### config.mk
export PLATFORM = sky130hd
export DESIGN_NAME = bcd_clock_with_kitchen_timer_unit
export DESIGN_NICKNAME = d
export VERILOG_FILES = /design/src/design/bcdkt_pkg.sv /design/src/design/bcd_clock_with_kitchen_timer_unit.sv
export SDC_FILE = /design/constraint.sdc
export NUM_CORES = 1
export LEC_CHECK = 0
export ABC_AREA = 1
export BUFFER_PORTS_ARGS = -buffer_cell sky130_fd_sc_hd__buf_2
export CELL_PAD_IN_SITES_DETAIL_PLACEMENT = 1
export CELL_PAD_IN_SITES_GLOBAL_PLACEMENT = 1
export CORE_AREA = 4 4 166 168
export DETAILED_ROUTE_END_ITERATION = 6
export DIE_AREA = 0 0 170 172
export PLACE_DENSITY = 0.69
export SYNTH_ARGS = -nofsm -noshare
export SYNTH_HDL_FRONTEND = slang
export SYNTH_SLANG_ARGS = --single-unit
export TNS_END_PERCENT = 50
### constraint.sdc
create_clock -name clk_i -period 4.1 [get_ports clk_i]
set_clock_uncertainty 0.2 [all_clocks]
set_input_delay 0.205 -clock clk_i [delete_from_list [all_inputs] [get_ports clk_i]]
set_output_delay 0.205 -clock clk_i [all_outputs]
set_load 0.01 [all_outputs]
### src/design/bcdkt_pkg.sv
// ----------------------------------------------------------------------------
// bcdkt_pkg: shared types and helpers for the BCD clock and kitchen timer
// Mode and event codes, the result word layout and the nibble-wise BCD steps.
// ----------------------------------------------------------------------------
package bcdkt_pkg;

  typedef enum logic [2:0] {
    MODE_TIME  = 3'd0,
    MODE_HOUR  = 3'd1,
    MODE_MIN   = 3'd2,
    MODE_PSEL  = 3'd3,
    MODE_RUN   = 3'd4,
    MODE_PAUSE = 3'd5
  } mode_e;

  typedef enum logic [1:0] {
    OP_TICK  = 2'd0,
    OP_LEFT  = 2'd1,
    OP_RIGHT = 2'd2
  } op_e;

  typedef enum logic [1:0] {
    CFG_LONG_HOLD   = 2'd0,
    CFG_HOLD_SET_TO = 2'd1,
    CFG_PRESS_SET_TO = 2'd2,
    CFG_PRESET_TO   = 2'd3
  } cfg_idx_e;

  localparam int unsigned CfgW = 6;

  localparam logic [7:0] BCD_59    = 8'h59;
  localparam logic [7:0] BCD_60    = 8'h60;
  localparam logic [7:0] BCD_24    = 8'h24;
  localparam logic [7:0] BCD_99    = 8'h99;
  localparam logic [7:0] BLANK     = 8'hFF;
  localparam logic [7:0] HOUR_RST  = 8'h12;
  localparam logic [7:0] PRESET_01 = 8'h01;

  typedef struct packed {
    mode_e      mode;
    logic [7:0] disp_left;
    logic [7:0] disp_right;
    logic       blink;
  } res_t;

  // Increment, hold at 99. A low nibble of F carries into bit 4 by OR.
  function automatic logic [7:0] bcd_up(input logic [7:0] v);
    logic [4:0] lo;
    logic [4:0] hi;
    logic [8:0] r;
    lo = {1'b0, v[3:0]};
    hi = {1'b0, v[7:4]};
    if (v[3:0] == 4'd9) begin
      lo = 5'd0;
      hi = hi + 5'd1;
    end else begin
      lo = lo + 5'd1;
    end
    r = {4'd0, lo} | {hi[4:0], 4'd0};
    return (v == BCD_99) ? v : r[7:0];
  endfunction

  // Decrement, hold at 00.
  function automatic logic [7:0] bcd_down(input logic [7:0] v);
    logic [3:0] lo;
    logic [3:0] hi;
    lo = v[3:0];
    hi = v[7:4];
    if (lo == 4'd0) begin
      hi = hi - 4'd1;
      lo = 4'd9;
    end else begin
      lo = lo - 4'd1;
    end
    return (v == 8'h00) ? 8'h00 : {hi, lo};
  endfunction

  // Next entry of the preset list; anything off the list restarts at 01.
  function automatic logic [7:0] preset_next(input logic [7:0] v);
    logic [7:0] r;
    unique case (v)
      8'h01:   r = 8'h06;
      8'h06:   r = 8'h10;
      8'h10:   r = 8'h18;
      8'h18:   r = 8'h20;
      8'h20:   r = 8'h25;
      8'h25:   r = 8'h30;
      8'h30:   r = 8'h60;
      8'h60:   r = 8'h90;
      default: r = PRESET_01;
    endcase
    return r;
  endfunction

endpackage

### src/design/bcd_clock_with_kitchen_timer_unit.sv
// ----------------------------------------------------------------------------
// bcd_clock_with_kitchen_timer_unit: 24-hour BCD clock with kitchen countdown
// Event driven mode control, clock, preset list and countdown in one pass.
// ----------------------------------------------------------------------------
// Each input word is one event (second tick, left press, right press, with the
// left button level) and yields exactly one output word: the mode after the
// event, both BCD display bytes (0xFF blanks a pair) and the colon dot. The
// unit takes one event per clock cycle while s_axis_tready is high, so the
// throughput is one word per cycle; the state update is a single short pass of
// BCD logic, and a result is registered once its event is accepted. An output
// register backed by a one-word skid stage decouples the two sides: s_axis_tready
// drops only when both hold a word the sink has not yet taken. The user must write
// the four timeout/hold registers through cfg_* only while idle; the unit does not enforce it.
module bcd_clock_with_kitchen_timer_unit (
  input  logic                       clk_i,
  input  logic                       rst_ni,
  // configuration write port
  input  logic                       cfg_we_i,
  input  logic [1:0]                 cfg_idx_i,
  input  logic [bcdkt_pkg::CfgW-1:0] cfg_data_i,
  // event stream
  input  logic                       s_axis_tvalid,
  output logic                       s_axis_tready,
  input  logic [7:0]                 s_axis_tdata,  // [0] left_held, [7:1] zero
  input  logic [1:0]                 s_axis_tuser,  // [1:0] opcode
  // result stream
  output logic                       m_axis_tvalid,
  input  logic                       m_axis_tready,
  output logic [23:0]                m_axis_tdata,  // [7:0] display_left,
                                                    // [15:8] display_right,
                                                    // [16] blink_dot, rest zero
  output logic [2:0]                 m_axis_tuser   // [2:0] mode
);
  import bcdkt_pkg::*;

  // configuration
  logic [CfgW-1:0] long_hold_q, hold_set_to_q, press_set_to_q, preset_to_q;

  // block state
  mode_e      mode_q, mode_d;
  logic [7:0] sec_q, sec_d, min_q, min_d, hour_q, hour_d;
  logic [7:0] preset_q, preset_d, cnt_min_q, cnt_min_d, cnt_sec_q, cnt_sec_d;
  logic [CfgW-1:0] psel_idle_q, psel_idle_d, set_idle_q, set_idle_d;
  logic [7:0] hold_q, hold_d;
  logic       blink_q, blink_d;

  // output register and skid stage
  res_t res_d, out_q, skid_q;
  logic out_vld_q, skid_vld_q;
  logic in_acc, out_take;

  assign s_axis_tready = ~skid_vld_q;
  assign in_acc        = s_axis_tvalid & s_axis_tready;
  assign out_take      = out_vld_q & m_axis_tready;

  always_ff @(posedge clk_i or negedge rst_ni) begin
    if (!rst_ni) begin
      long_hold_q    <= CfgW'(5);
      hold_set_to_q  <= CfgW'(20);
      press_set_to_q <= CfgW'(10);
      preset_to_q    <= CfgW'(30);
    end else if (cfg_we_i) begin
      unique case (cfg_idx_e'(cfg_idx_i))
        CFG_LONG_HOLD:    long_hold_q    <= cfg_data_i;
        CFG_HOLD_SET_TO:  hold_set_to_q  <= cfg_data_i;
        CFG_PRESS_SET_TO: press_set_to_q <= cfg_data_i;
        CFG_PRESET_TO:    preset_to_q    <= cfg_data_i;
        default: ;
      endcase
    end
  end

  // Next state for one event, steps in the order the timer defines them.
  always_comb begin
    mode_d      = mode_q;
    sec_d       = sec_q;
    min_d       = min_q;
    hour_d      = hour_q;
    preset_d    = preset_q;
    cnt_min_d   = cnt_min_q;
    cnt_sec_d   = cnt_sec_q;
    psel_idle_d = psel_idle_q;
    set_idle_d  = set_idle_q;
    hold_d      = hold_q;
    blink_d     = blink_q;

    unique case (s_axis_tuser)
      OP_TICK: begin
        // preset selection times out
        if (mode_d == MODE_PSEL) begin
          psel_idle_d = psel_idle_q - CfgW'(1);
          if (psel_idle_d == '0) mode_d = MODE_TIME;
        end
        blink_d = ~blink_q;
        // countdown, frozen while paused
        if (mode_d != MODE_PAUSE && !(cnt_min_q == 8'h00 && cnt_sec_q == 8'h00)) begin
          if (cnt_sec_q == 8'h00) begin
            cnt_sec_d = BCD_59;
            cnt_min_d = bcd_down(cnt_min_q);
          end else begin
            cnt_sec_d = bcd_down(cnt_sec_q);
          end
        end
        // wall clock
        sec_d = bcd_up(sec_q);
        if (sec_d == BCD_60) begin
          sec_d = 8'h00;
          min_d = bcd_up(min_q);
        end
        if (min_d == BCD_60) begin
          min_d  = 8'h00;
          hour_d = bcd_up(hour_q);
        end
        if (hour_d == BCD_24) hour_d = 8'h00;
        // long hold of the left button forces hour setting
        hold_d = s_axis_tdata[0] ? hold_q + 8'd1 : 8'd0;
        if (hold_d > {2'b00, long_hold_q}) begin
          set_idle_d = hold_set_to_q;
          mode_d     = MODE_HOUR;
        end
        // setting modes time out
        if (mode_d == MODE_HOUR || mode_d == MODE_MIN) begin
          if (set_idle_d != '0) set_idle_d = set_idle_d - CfgW'(1);
          else mode_d = MODE_TIME;
        end
      end
      OP_LEFT: begin
        unique case (mode_q)
          MODE_HOUR, MODE_MIN: begin
            set_idle_d = press_set_to_q;
            mode_d     = (mode_q == MODE_HOUR) ? MODE_MIN : MODE_HOUR;
            sec_d      = 8'h00;
          end
          MODE_TIME: begin
            mode_d      = MODE_PSEL;
            preset_d    = PRESET_01;
            psel_idle_d = preset_to_q;
          end
          MODE_RUN: begin
            cnt_min_d = preset_q;
            cnt_sec_d = 8'h00;
          end
          MODE_PAUSE: begin
            mode_d      = MODE_PSEL;
            psel_idle_d = preset_to_q;
          end
          MODE_PSEL: begin
            psel_idle_d = preset_to_q;
            preset_d    = preset_next(preset_q);
            if (preset_q == 8'h90) mode_d = MODE_TIME;
          end
          default: ;
        endcase
      end
      OP_RIGHT: begin
        unique case (mode_q)
          MODE_HOUR: begin
            hour_d = bcd_up(hour_q);
            if (hour_d == BCD_24) hour_d = 8'h00;
            sec_d = 8'h00;
          end
          MODE_MIN: begin
            min_d = bcd_up(min_q);
            if (min_d == BCD_60) min_d = 8'h00;
            sec_d = 8'h00;
          end
          MODE_RUN:   mode_d = MODE_PAUSE;
          MODE_PAUSE: mode_d = MODE_RUN;
          MODE_PSEL: begin
            mode_d    = MODE_RUN;
            cnt_min_d = preset_q;
            cnt_sec_d = 8'h00;
          end
          default: ;
        endcase
      end
      default: ;  // unused opcode: report only
    endcase

    // display select from the updated state
    res_d.mode       = mode_d;
    res_d.blink      = blink_d;
    res_d.disp_left  = BLANK;
    res_d.disp_right = BLANK;
    unique case (mode_d)
      MODE_TIME: begin
        res_d.disp_left  = hour_d;
        res_d.disp_right = min_d;
      end
      MODE_HOUR:  res_d.disp_left  = hour_d;
      MODE_MIN:   res_d.disp_right = min_d;
      MODE_PSEL:  res_d.disp_left  = preset_d;
      MODE_RUN, MODE_PAUSE: begin
        res_d.disp_left  = cnt_min_d;
        res_d.disp_right = cnt_sec_d;
      end
      default: ;
    endcase
  end

  // Advance the state on every accepted event.
  always_ff @(posedge clk_i or negedge rst_ni) begin
    if (!rst_ni) begin
      mode_q      <= MODE_TIME;
      sec_q       <= 8'h00;
      min_q       <= 8'h00;
      hour_q      <= HOUR_RST;
      preset_q    <= PRESET_01;
      cnt_min_q   <= 8'h00;
      cnt_sec_q   <= 8'h00;
      psel_idle_q <= '0;
      set_idle_q  <= '0;
      hold_q      <= 8'd0;
      blink_q     <= 1'b0;
    end else if (in_acc) begin
      mode_q      <= mode_d;
      sec_q       <= sec_d;
      min_q       <= min_d;
      hour_q      <= hour_d;
      preset_q    <= preset_d;
      cnt_min_q   <= cnt_min_d;
      cnt_sec_q   <= cnt_sec_d;
      psel_idle_q <= psel_idle_d;
      set_idle_q  <= set_idle_d;
      hold_q      <= hold_d;
      blink_q     <= blink_d;
    end
  end

  // Output register with skid: park a result in the skid stage when the
  // output word is stalled, drain it as soon as the sink takes the output.
  always_ff @(posedge clk_i or negedge rst_ni) begin
    if (!rst_ni) begin
      out_vld_q  <= 1'b0;
      skid_vld_q <= 1'b0;
    end else begin
      if (in_acc) begin
        if (!out_vld_q || out_take) begin
          out_vld_q <= 1'b1;
        end else begin
          skid_vld_q <= 1'b1;
        end
      end else if (out_take) begin
        out_vld_q  <= skid_vld_q;
        skid_vld_q <= 1'b0;
      end
    end
  end

  always_ff @(posedge clk_i) begin
    if (in_acc) begin
      if (!out_vld_q || out_take) out_q <= res_d;
      else skid_q <= res_d;
    end else if (out_take && skid_vld_q) begin
      out_q <= skid_q;
    end
  end

  assign m_axis_tvalid = out_vld_q;
  assign m_axis_tuser  = out_q.mode;
  assign m_axis_tdata  = {7'd0, out_q.blink, out_q.disp_right, out_q.disp_left};

endmodule

## After elaboration in Yosys (flattened, before gate mapping)

Cells that the tools add are included.
Widths: inputs -> output; s select.

| storage, ports and cells | value |
|---|---|
| register bits after elaboration | 138 |
| input port bits | 23 |
| output and inout port bits | 29 |
| logic and storage cells | 230 |

| operators by class | value |
|---|---|
| reductions and logical operators | 41 |
| multiplexer cells | 96 |
| bitwise operators | 10 |
| $add $sub $neg | 13 |
| eq/ne operators | 44 |
| magnitude comparators | 1 |

Operator list:

| operator | number |
|---|---|
| $mux 8 | 28 |
| $pmux 8 s2 | 5 |
| $pmux 8 s3 | 3 |
| $mux 4 | 16 |
| $pmux 8 s8 | 1 |
| $mux 20 | 3 |
| $mux 5 | 12 |
| $mux 6 | 7 |
| $eq 8x6->1 const B | 5 |
| $or 5x8->8 | 5 |
| $eq 8x7->1 const B | 4 |
| $eq 8x8->1 const B | 4 |
| $mux 3 | 8 |
| $pmux 6 s2 | 2 |
| $pmux 3 s3 | 2 |
| $reduce_and 2->1 | 9 |
| $eq 8x5->1 const B | 2 |
| $logic_not 8->1 | 2 |
| $sub 4x1->4 const B | 4 |
| $add 4x1->5 const B | 3 |
| $eq 3x2->1 const B | 5 |
| $reduce_or 2->1 | 7 |
| $add 4x1->4 const B | 3 |
| $eq 3x3->1 const B | 4 |
| 29 further kinds | 61 |

## Longest topological paths before layout

Gate-level depths: netlist of the first run.

| logic depth | value |
|---|---|
| depth in word-level cells | 25 |
| mapped depth | 30 |
| gate-level depth less buffers | 29 |

## Worst setup path before layout of the first run

No wires, ideal clock.

| path | value |
|---|---|
| path type | reg2reg |
| from | register hold_q[0] |
| to | register out_q (netlist bit m_axis_tdata[8]), data pin |
| arrival time | 3.349 ns |
| buffers on the path | 1 |
| setup time | 0.253 ns |
| path slack | 0.299 ns |
| required time | 3.647 ns |
| cell stages (with the launch flop) | 26 |
| clock period less this slack | 3.801 ns |
| cell sequence | dfrtp_1 ha_1 nand2_1 o21ai_0 nor3b_1 ha_1 nand2_1 inv_1 nand3_1 o21ai_0 nand3_2 buf_6 a21oi_1 ha_1 nand3_1 nor2_2 nand3_2 nand2_1 nand2_1 nand2_2 nand2_2 nand2_2 o21a_1 o21ai_1 nand2_1 nand2_1 |

RTL lines:

| element | line | text |
|---|---|---|
| start: declaration | bcd_clock_with_kitchen_timer_unit.sv:44 | `logic [7:0] hold_q, hold_d;` |
| start signal: assignment | bcd_clock_with_kitchen_timer_unit.sv:225 | `hold_q <= hold_d;` |
| end signal: assignment | bcd_clock_with_kitchen_timer_unit.sv:252 | `if (!out_vld_q \|\| out_take) out_q <= res_d;` |
| end signal: assignment | bcd_clock_with_kitchen_timer_unit.sv:255 | `out_q <= skid_q;` |
| end: declaration | bcd_clock_with_kitchen_timer_unit.sv:48 | `res_t res_d, out_q, skid_q;` |

==> results.toml, run 1 <==
[die]
die_w_um = 170
initial_utilization_pct = 34.61
rows = 59
die-height_um = 172
core_um2 = 25910
ioPinCount = 52
dieArea_um2 = 29240

[power]
cellLeakagePower_nw = 4.969
power.density_nw_per_um2 = 702.5
max-vdd-ir-drop_uv = 408.8
power_mw = 7.625

[cells_and_area]
multi_input_area_um2 = 4918
nets = 1327
fin_area_um2 = 10860
finish.utilization_pct = 41.89
fillers = 3181
seqCellArea_um2 = 3670
layout-drive-gt1-share_pct = 19.63
synthToLayoutAreaGrowth_pct = 21.05
fin_cells = 1625

[drt]
drt-total-wl_um = 27560
remaining_drc_errors = 0
dr_total_vias = 8433
drtIter0Drc = 472
postRouteAntennaNets = 0
avgRoutedWirePerCell_um = 16.96
viasPerCell = 5.190
drtPass1Iterations = 4

[synthesis]
syn_inst = 1187
synth_top_family_by_area = "simple AND/OR/NAND/NOR gates"
synth_top_area_share_pct = 23.72
ys_types = 56
yosys.area_share.simple_pct = 27.96
synth_seq_cells = 138
synth_compound_area_share_pct = 17.43
netlist_area_um2 = 8967
ys.warnings.count = 0
avgSynthCellArea_um2 = 7.555
synthTopCellsByArea = "dfrtp_1, edfxtp_1, nand2_1"
yosys.area_share.xor_xnor_pct = 1.563
ys_seq_area_share_pct = 40.92
synth_adder_area_share_pct = 3.907
muxShareOfSynthArea_pct = 0
yosysTopAreaCell = "dfrtp_1"

[clock_network]
ctsRootBufferMaster = "clkbuf_16"
h-tree-depth = 4
cts_tree = "built"
clkSlewWorstSetupHoldPaths_ns = 0.07
clock_latency_ns = 0.44
cts_buffers = 17
clk_path_buf_depth = 2
cts_sinks = 138

[grt]
grt_max_degree = 81
groute.usage.overall_pct = 18.97
grt_pass1_wl_um = 44840
grt_pass1_vias = 8559
grt_overflow_total = 0
grt_antenna_before_repair = 2

[placement]
placed_area_um2 = 9711
hpwl_um = 19580
gp_congestion = 0.8819
place_inst = 1566
numPortBuffers = 37

[sta]
grt_setup_unrepaired = "true"
final.period_utilization_pct = 97.72
slew_headroom_pct = 27.45
hold_viol = 0
finalCriticalPeriod_ns = 4.006
setup_tns_ns = 0
final-setup-viol-count = 0
fmax_mhz = 249.6
worst_slew_pin_slew_ns = 1.083
maxSlewViolCount = 0

[worst_setup_path]
worstPathRequired_ns = 4.21
endpoint_kind = "flip-flop"
crit_type = "flip-flop to flip-flop"
worstSetupStartpointType = "flip-flop"
critPathSlowestCell = "dfrtp_1"
arrival_ns = 4.12
path_max_fanout = 6
cpMostUsedCell = "nand3_2"
max_stage_delay_ns = 0.40

[job]
max-cap-violations = 0

[worst_hold_path]
hold_path.class = "primary input to flip-flop"

[status]
status = "complete, no violations"
==> sequential cells by signal (all words and copies together), names as in the netlist <==
signal          count
set_idle_q          6
cnt_sec_q           8
preset_to_q         6
skid_q             20
preset_q            8
psel_idle_q         6
cnt_min_q           8
hold_set_to_q       6
hold_q              8
long_hold_q         6
m_axis_tvalid       1
skid_vld_q          1
press_set_to_q      6
m_axis_tdata       17
min_q               8
blink_q             1
mode_q              3
hour_q              8
sec_q               8
m_axis_tuser        3
==> kinds of logic after synthesis <==
kind of cell	after synthesis
xor gates and xnor gates	16
and+or+nand+nor	545
other	1
DFF	138
AOI/OAI and AO/OA	275
buffers and inverters	184
adders and majority gates	28
==> synthesized netlist by cell type, drive strengths merged <==
cell / n
clkbuf: 23
clkinv: 2
nand4: 11
nor2: 77
edfxtp: 40
and3: 2
nor4: 6
buf: 16
o211ai: 16
a32o: 1
o2111ai: 4
nand2: 337
o21ai: 152
dfstp: 13
xor2: 12
o21a: 2
o21bai: 2
a21oi: 53
dfrtp: 85
a22oi: 6
a22o: 1
a211oi: 3
xnor2: 4
o31ai: 1
or2: 2
nor3b: 2
a21o: 1
conb: 1
inv: 143
ha: 28
nor3: 14
o22ai: 17
nand3: 92
o32ai: 2
o221ai: 2
a221oi: 4
a31oi: 8
nand3b: 2
==> routing by layer <==
layer,track usage [%],vias to the layer above,part of all wire (%)
met3,3.544,23,3.1
met1,24.92,4125,46
met5,0,-,0.047
li1,-,4159,-
met2,32.66,124,49
met4,4.410,2,1.0
==> final timing paths <==
| kind | from | slack (ns) | cells after the start | to |
|---|---|---|---|---|
| hold reg to reg | preset_to_q[1] | 0.29 | 2 | preset_to_q[1] |
| max in group asynchronous | rst_ni | 2.39 | 3 | long_hold_q[0] |
| setup reg to reg | hold_q[0] | 0.09 | 28 | m_axis_tdata[4] |
| min in group asynchronous | rst_ni | 0.27 | 2 | cnt_sec_q[1] |
| hold / removal | cfg_idx_i[1] | 0.08 | 3 | preset_to_q[1] |
| setup / recovery | hold_q[0] | 0.09 | 28 | m_axis_tdata[4] |
==> per-stage QoR <==
step           hold WS (ns)  setup WS [ns]
6_report            0.08378        0.09352
5_1_grt              0.1334        -0.2500
4_1_cts             0.08408       0.009279
3_5_place_dp         0.2567        -0.1105
3_3_place_gp         0.2602        0.03439
2_1_floorplan       -0.2906         0.2988
==> cells in the final DEF (no fill, tap or decap), types with 17 or more instances in the layout <==
cell type,Yosys,routed
o21ai_0,143,137
edfxtp_1,40,40
ha_1,28,26
dfrtp_1,85,85
nand2_1,311,302
nand3_2,6,18
inv_1,137,135
a21oi_1,53,44
buf_4,8,53
nor2_1,65,62
buf_2,4,36
clkbuf_16,0,17
nand3_1,85,67
nand2_2,22,25
==> worst max-delay path, delay by kind of cell (launching register included) <==
kind	cells	cell delay, ns
and+or+nand+nor	17	1.75
AOI/OAI and AO/OA	4	0.57
adders and majority gates	2	0.49
buffers and inverters	5	0.47
DFF	1	0.40
==> report_power, final <==
part           internal, mW  total (mW)  switching [mW]  leakage [nW]
Clock                 0.814        1.51           0.692         0.271
Sequential             1.98        2.33           0.355          1.61
Combinational          1.34        3.79            2.45          3.08
==> timing repair <==
item                                    in CTS  in global routing
gates resized for setup                      6                 78
endpoints found under the setup margin      18                 36
pin swaps                                    0                 27
hold endpoints to repair                    94                  0
setup buffers                                0                 16
hold buffers                                10                  0
cloned                                       0                  0
==> cell type report <==
cell class                 count  share of cell area [%]
inverter                     145                   5.083
clock buffer                  18                   4.046
tap                          335                   3.861
multi-input combinational    871                   45.31
antenna                        1                 0.02305
timing repair buffer         103                   6.662
sequential                   138                   33.81
clock inverter                14                   1.210
No activity file was read; power rests on OpenSTA's default activity.
==> run 2: changes to the inputs <==
--- a/config.mk
+++ b/config.mk
@@ -9,10 +9,10 @@
 export BUFFER_PORTS_ARGS = -buffer_cell sky130_fd_sc_hd__buf_2
 export CELL_PAD_IN_SITES_DETAIL_PLACEMENT = 1
 export CELL_PAD_IN_SITES_GLOBAL_PLACEMENT = 1
-export CORE_AREA = 4 4 166 168
+export CORE_AREA = 4 4 145 147
 export DETAILED_ROUTE_END_ITERATION = 6
-export DIE_AREA = 0 0 170 172
-export PLACE_DENSITY = 0.69
+export DIE_AREA = 0 0 149 151
+export PLACE_DENSITY = 0.86
 export SYNTH_ARGS = -nofsm -noshare
 export SYNTH_HDL_FRONTEND = slang
 export SYNTH_SLANG_ARGS = --single-unit
==> constraint.sdc (replaced) <==
create_clock -name clk_i -period 4.4 [get_ports clk_i]
set_clock_uncertainty 0.2 [all_clocks]
set_input_delay 0.22 -clock clk_i [delete_from_list [all_inputs] [get_ports clk_i]]
set_output_delay 0.22 -clock clk_i [all_outputs]
set_load 0.01 [all_outputs]
==> run 2 against run 1 <==
Effect of this change:
- global-route usage is 6.0 points higher
- register-to-register slack better by 0.20 ns
- via count is 1.1% higher
- flip-flop and latch count stayed put
- die area is 23% lower
- maximum frequency is 2.3% lower
- clock-buffer cell count is 1 higher
- wire length is 0.50% lower
- clock power is 3% lower
- worst setup slack better by 0.20 ns
- final cell count is 6.2% lower
- design area is 5.1% lower
- critical path type unchanged
==> results.toml, run 2 (same netlist as run 1, synthesis figures left out) <==
[grt]
grt_util_met2_pct = 43.61
met1_usage_pct = 31.35
top_usage_layer = "met2"
grt_antenna_before_repair = 2
met3_usage_pct = 4.039
groute.usage.overall_pct = 24.97
grt_pass1_vias = 8881
grt_overflow_total = 0
grt_pass1_wl_um = 45060
grt_max_degree = 85

[die]
initial_utilization_pct = 45.04
die-height_um = 151
dieArea_um2 = 22500
rows = 52
die_w_um = 149
ioPinCount = 52
core_um2 = 19910

[power]
cellLeakagePower_nw = 4.752
power_mw = 6.895
power.density_nw_per_um2 = 669.2
max-vdd-ir-drop_uv = 359.3

[clock_network]
h-tree-depth = 4
ctsRootBufferMaster = "clkbuf_16"
cts_sinks = 138
clock_latency_ns = 0.43
clkSlewWorstSetupHoldPaths_ns = 0.07
cts_buffers = 17
cts_tree = "built"
clk_path_buf_depth = 2

[sta]
hold_viol = 0
finalCriticalPeriod_ns = 4.102
fmax_mhz = 243.8
final-setup-viol-count = 0
slew_headroom_pct = 26.28
maxSlewViolCount = 0
setup_tns_ns = 0
timing.hold.ws_ns = 0.1159
worst_slew_pin_slew_ns = 1.101
final.period_utilization_pct = 93.23
fin_ws_ns = 0.2980

[worst_setup_path]
critical_path.top_delay_family = "simple AND/OR/NAND/NOR gates"
max_stage_delay_ns = 0.44
path_max_fanout = 8
ff2ff_setup_slack_ns = 0.30
cpMostUsedCell = "nand2_1"
cp_num_buf_inv = 4
reg2reg_to = "m_axis_tdata[4]"
ff2ff_path_depth = 26
worstSetupStartpointType = "flip-flop"
r2r_start = "hold_q[0]"
crit_type = "flip-flop to flip-flop"
critPathSlowestCell = "dfrtp_2"
worstPathRequired_ns = 4.51
endpoint_kind = "flip-flop"
arrival_ns = 4.21

[cells_and_area]
synthToLayoutAreaGrowth_pct = 14.89
layout-drive-gt1-share_pct = 14.59
largest-register = "skid_q"
fillers = 2509
nets = 1292
diodes = 0
layout_common_cells = "nand2_1, o21ai_0, inv_1, dfrtp_1, nand3_1"
largest_reg_flops = 20
mostFrequentLayoutCell = "nand2_1"
finish.utilization_pct = 51.75

[drt]
dr_total_vias = 8528
viasPerCell = 5.596
drtPass1Iterations = 4
postRouteAntennaNets = 0
remaining_drc_errors = 0
avgRoutedWirePerCell_um = 17.99
drtIter0Drc = 423
drt-total-wl_um = 27420

[placement]
hpwl_um = 19190
gp_congestion = 0.8960
pre_cts_ws_ns = 0.07356
numPortBuffers = 37

[worst_hold_path]
whs_endpoint = "long_hold_q[0]"
hold_path.class = "primary input to flip-flop"
holdPathStages = 3
worstHoldStart = "cfg_we_i"

[status]
status = "complete, no violations"

[job]
max-cap-violations = 0
[run 2: worst register-to-register path: stages, from the launching register on]
cell and delay (ns):
dfrtp_2 0.44, ha_1 0.24, nand2_2 0.11, o21ai_1 0.07, nor3b_2 0.17, ha_1 0.28, nand2_1 0.05, inv_1 0.07
nand3_1 0.08, o21ai_2 0.19, nand3_2 0.15, o21a_1 0.24, inv_1 0.06, ha_1 0.15, nand3_1 0.13, nor2_2 0.19
nand3_2 0.12, nand2_1 0.09, nand2_1 0.09, nand2_4 0.13, inv_4 0.08, nor2_4 0.13, buf_12 0.14, nand3_2 0.10
nand3_1 0.14, nand2_1 0.07, nand2_1 0.08
[run 2: worst max path at each step]
stage / cells past startpoint / from / to / slack [ns]
floorplan: 25 / hold_q[0] / m_axis_tdata[8] / 0.60
global placement: 23 / hold_q[2] / m_axis_tdata[13] / 0.30
detailed placement: 26 / hold_q[2] / m_axis_tdata[1] / 0.07
CTS: 25 / hold_q[2] / m_axis_tdata[8] / 0.07
global route: 26 / hold_q[3] / m_axis_tdata[8] / -0.09
finish: 26 / hold_q[0] / m_axis_tdata[4] / 0.30
[run 2: area by class of cell]
class / count / area (um2) / area share (%)
multi-input cells: 871 / 4691 / 45.53
flip-flops and latches: 138 / 3671 / 35.63
inverters: 145 / 549.3 / 5.332
repair buffers: 68 / 457.9 / 4.445
clock buffers: 19 / 454.2 / 4.409
well taps: 270 / 337.8 / 3.279
clock inverters: 13 / 141.4 / 1.372
[run 2: power breakdown]
part	total, mW	internal, mW	switching [mW]
combinational	3.24	1.06	2.18
sequential	2.19	1.84	0.344
clock	1.47	0.872	0.594
total	6.89	3.78	3.12
[run 2: metal layers]
| layer | part of all wire (%) | up-vias |
|---|---|---|
| li1 | - | 4078 |
| met2 | 51 | 184 |
| met3 | 3.7 | 57 |
| met5 | 0.10 | - |
| met4 | 2.4 | 4 |
| met1 | 43 | 4205 |
[run 2: through the flow]
step / cells / area [um2]
floorplan: 1193 / 8990
global placement: 1474 / 9427
detailed placement: 1474 / 9427
CTS: 1516 / 10120
global route: 1524 / 10300
finish: 1524 / 10300
[run 2: repair_timing]
action | 4_1_cts | 5_1_grt
resized for setup | 0 | 29
endpoints found under the hold margin | 79 | 0
buffers inserted | 0 | 8
hold buffers | 10 | 0
endpoints found under the setup margin | 0 | 34
==> run 3: changes to the inputs <==
==> constraint.sdc (replaced) <==
create_clock -name clk_i -period 4.2 [get_ports clk_i]
set_clock_uncertainty 0.2 [all_clocks]
set_input_delay 0.21 -clock clk_i [delete_from_list [all_inputs] [get_ports clk_i]]
set_output_delay 0.21 -clock clk_i [all_outputs]
set_load 0.01 [all_outputs]
==> run 3 against run 2 <==
Effect of this change:
- final cell count grew 0.85%
- total power grew 7.2%
- first-iteration DRC count grew 20%
- worst hold slack lost 0.0047 ns
- die area is the same
- clock power grew 3%
- non-clock buffer count grew 13
- via count grew 1.5%
- highest routed layer unchanged
- largest power group unchanged
- critical path depth shrank 1
==> results.toml, run 3 (same netlist as run 1, synthesis figures left out) <==
[status]
status = "complete, no violations"

[clock_network]
ctsRootBufferMaster = "clkbuf_16"
clock_latency_ns = 0.43
cts_tree = "built"
clk_path_buf_depth = 2
clkSlewWorstSetupHoldPaths_ns = 0.06
cts_buffers = 17
cts_sinks = 138
h-tree-depth = 4

[worst_hold_path]
holdPathStages = 3
hold_path.class = "primary input to flip-flop"
worstHoldStart = "cfg_we_i"
whs_endpoint = "long_hold_q[0]"

[worst_setup_path]
ff2ff_setup_slack_ns = 0.22
worstSetupStartpointType = "flip-flop"
worstPathRequired_ns = 4.19
r2r_start = "hold_q[0]"
endpoint_kind = "flip-flop"
max_stage_delay_ns = 0.45
path_max_fanout = 6
arrival_ns = 3.97
critPathSlowestCell = "dfrtp_2"
ff2ff_path_depth = 25
crit_type = "flip-flop to flip-flop"
reg2reg_to = "m_axis_tdata[0]"

[die]
dieArea_um2 = 22500
core_um2 = 19910
die-height_um = 151
die_w_um = 149
initial_utilization_pct = 45.04
ioPinCount = 52
rows = 52

[cells_and_area]
diodes = 0
largest-register = "skid_q"
synthToLayoutAreaGrowth_pct = 16.67
fin_cells = 1537
nets = 1305
fillers = 2525
largest_reg_flops = 20
layout_common_cells = "nand2_1, o21ai_0, inv_1, dfrtp_1, nand3_1"
fin_area_um2 = 10460
mostFrequentLayoutCell = "nand2_1"
layout-drive-gt1-share_pct = 16.57

[grt]
grt_pass1_wl_um = 46000
groute.usage.overall_pct = 25.45
grt_overflow_total = 0
grt_antenna_before_repair = 2
grt_max_degree = 54
grt_pass1_vias = 9086

[power]
max-vdd-ir-drop_uv = 356.8
cellLeakagePower_nw = 4.812
power_mw = 7.391
power.density_nw_per_um2 = 706.4

[drt]
dr_total_vias = 8659
drtIter0Drc = 506
viasPerCell = 5.634
drt-total-wl_um = 28420
avgRoutedWirePerCell_um = 18.49
remaining_drc_errors = 0
postRouteAntennaNets = 0
drtPass1Iterations = 7

[sta]
worst_slew_pin_slew_ns = 1.070
slew_headroom_pct = 28.31
hold_viol = 0
final-setup-viol-count = 0
maxSlewViolCount = 0
finalCriticalPeriod_ns = 3.978
final.period_utilization_pct = 94.72
fmax_mhz = 251.4

[placement]
numPortBuffers = 37
place_inst = 1484
gp_congestion = 0.9255
placed_area_um2 = 9502
hpwl_um = 19450

[job]
max-cap-violations = 0
## run 3: changes by cell type in the layout (fill, tap and decap cells not counted), sizes merged
| cell | previous run | this run |
|---|---|---|
| bufinv | 2 | 1 |
| clkbuf | 19 | 24 |
| clkinv | 8 | 6 |
| inv | 147 | 145 |
| buf | 58 | 71 |
## run 3: metrics by stage
step           hold slack, ns  TNS (ns)  util, %  worst slack [ns]
2_1_floorplan         -0.2856         0        -            0.3988
5_1_grt                0.1722  -0.09755    52.55          -0.05689
4_1_cts                0.1032         0    51.24           0.05957
6_report               0.1112         0    52.55            0.2216
3_5_place_dp          0.05793   -0.4019    47.73           -0.1035
3_3_place_gp          0.05607         0    47.73            0.1600
## run 3: layout make-up
class	instances	area (um2)	share of cell area, %
inverters	145	551.8	5.274
repair buffers	81	550.5	5.262
clock buffers	24	504.2	4.819
multi-input cells	871	4763	45.53
well taps	270	337.8	3.229
flip-flops and latches	138	3672	35.10
clock inverters	8	82.58	0.7893
## run 3: worst max-delay path by stage
stage,start,cells after the start,to,slack [ns]
after floorplan,hold_q[0],25,m_axis_tdata[8],0.40
after global placement,hold_q[2],28,m_axis_tdata[0],0.16
final,hold_q[0],25,m_axis_tdata[0],0.22
after CTS,hold_q[2],28,m_axis_tdata[7],0.06
after global routing,hold_q[2],26,m_axis_tdata[0],-0.06
after detailed placement,hold_q[0],27,m_axis_tdata[0],-0.10
## run 3: what timing repair did
action                                 in CTS  in global routing
hold buffers                               10                  0
setup endpoints to repair                  18                 35
gates resized for setup                     4                 52
pin swaps                                   0                 19
endpoints found under the hold margin      65                  0
cloned                                      0                  0
setup buffers                               0                 11
## run 3: routing by layer
metal | track usage (%) | vias up | part of all wire, %
met5 | 0 | - | 0.12
met3 | 3.441 | 70 | 3.6
met1 | 32.61 | 4272 | 43
met4 | 9.336 | 4 | 2.8
li1 | - | 4108 | -
met2 | 44.13 | 205 | 50
## run 3: where the power goes
part / leakage (nW) / internal (mW) / switching, mW
clock: 0.285 / 0.905 / 0.617
combinational: 2.92 / 1.18 / 2.38
sequential: 1.61 / 1.93 / 0.371
total: 4.81 / 4.02 / 3.37
## run 3: critical path, delay by kind of cell, from the launching register on
| family | cells | cell delay, ns |
|---|---|---|
| and+or+nand+nor | 15 | 1.49 |
| AOI/OAI and AO/OA | 4 | 0.70 |
| adders and majority gates | 3 | 0.65 |
| DFF | 1 | 0.45 |
| buffers and inverters | 3 | 0.22 |
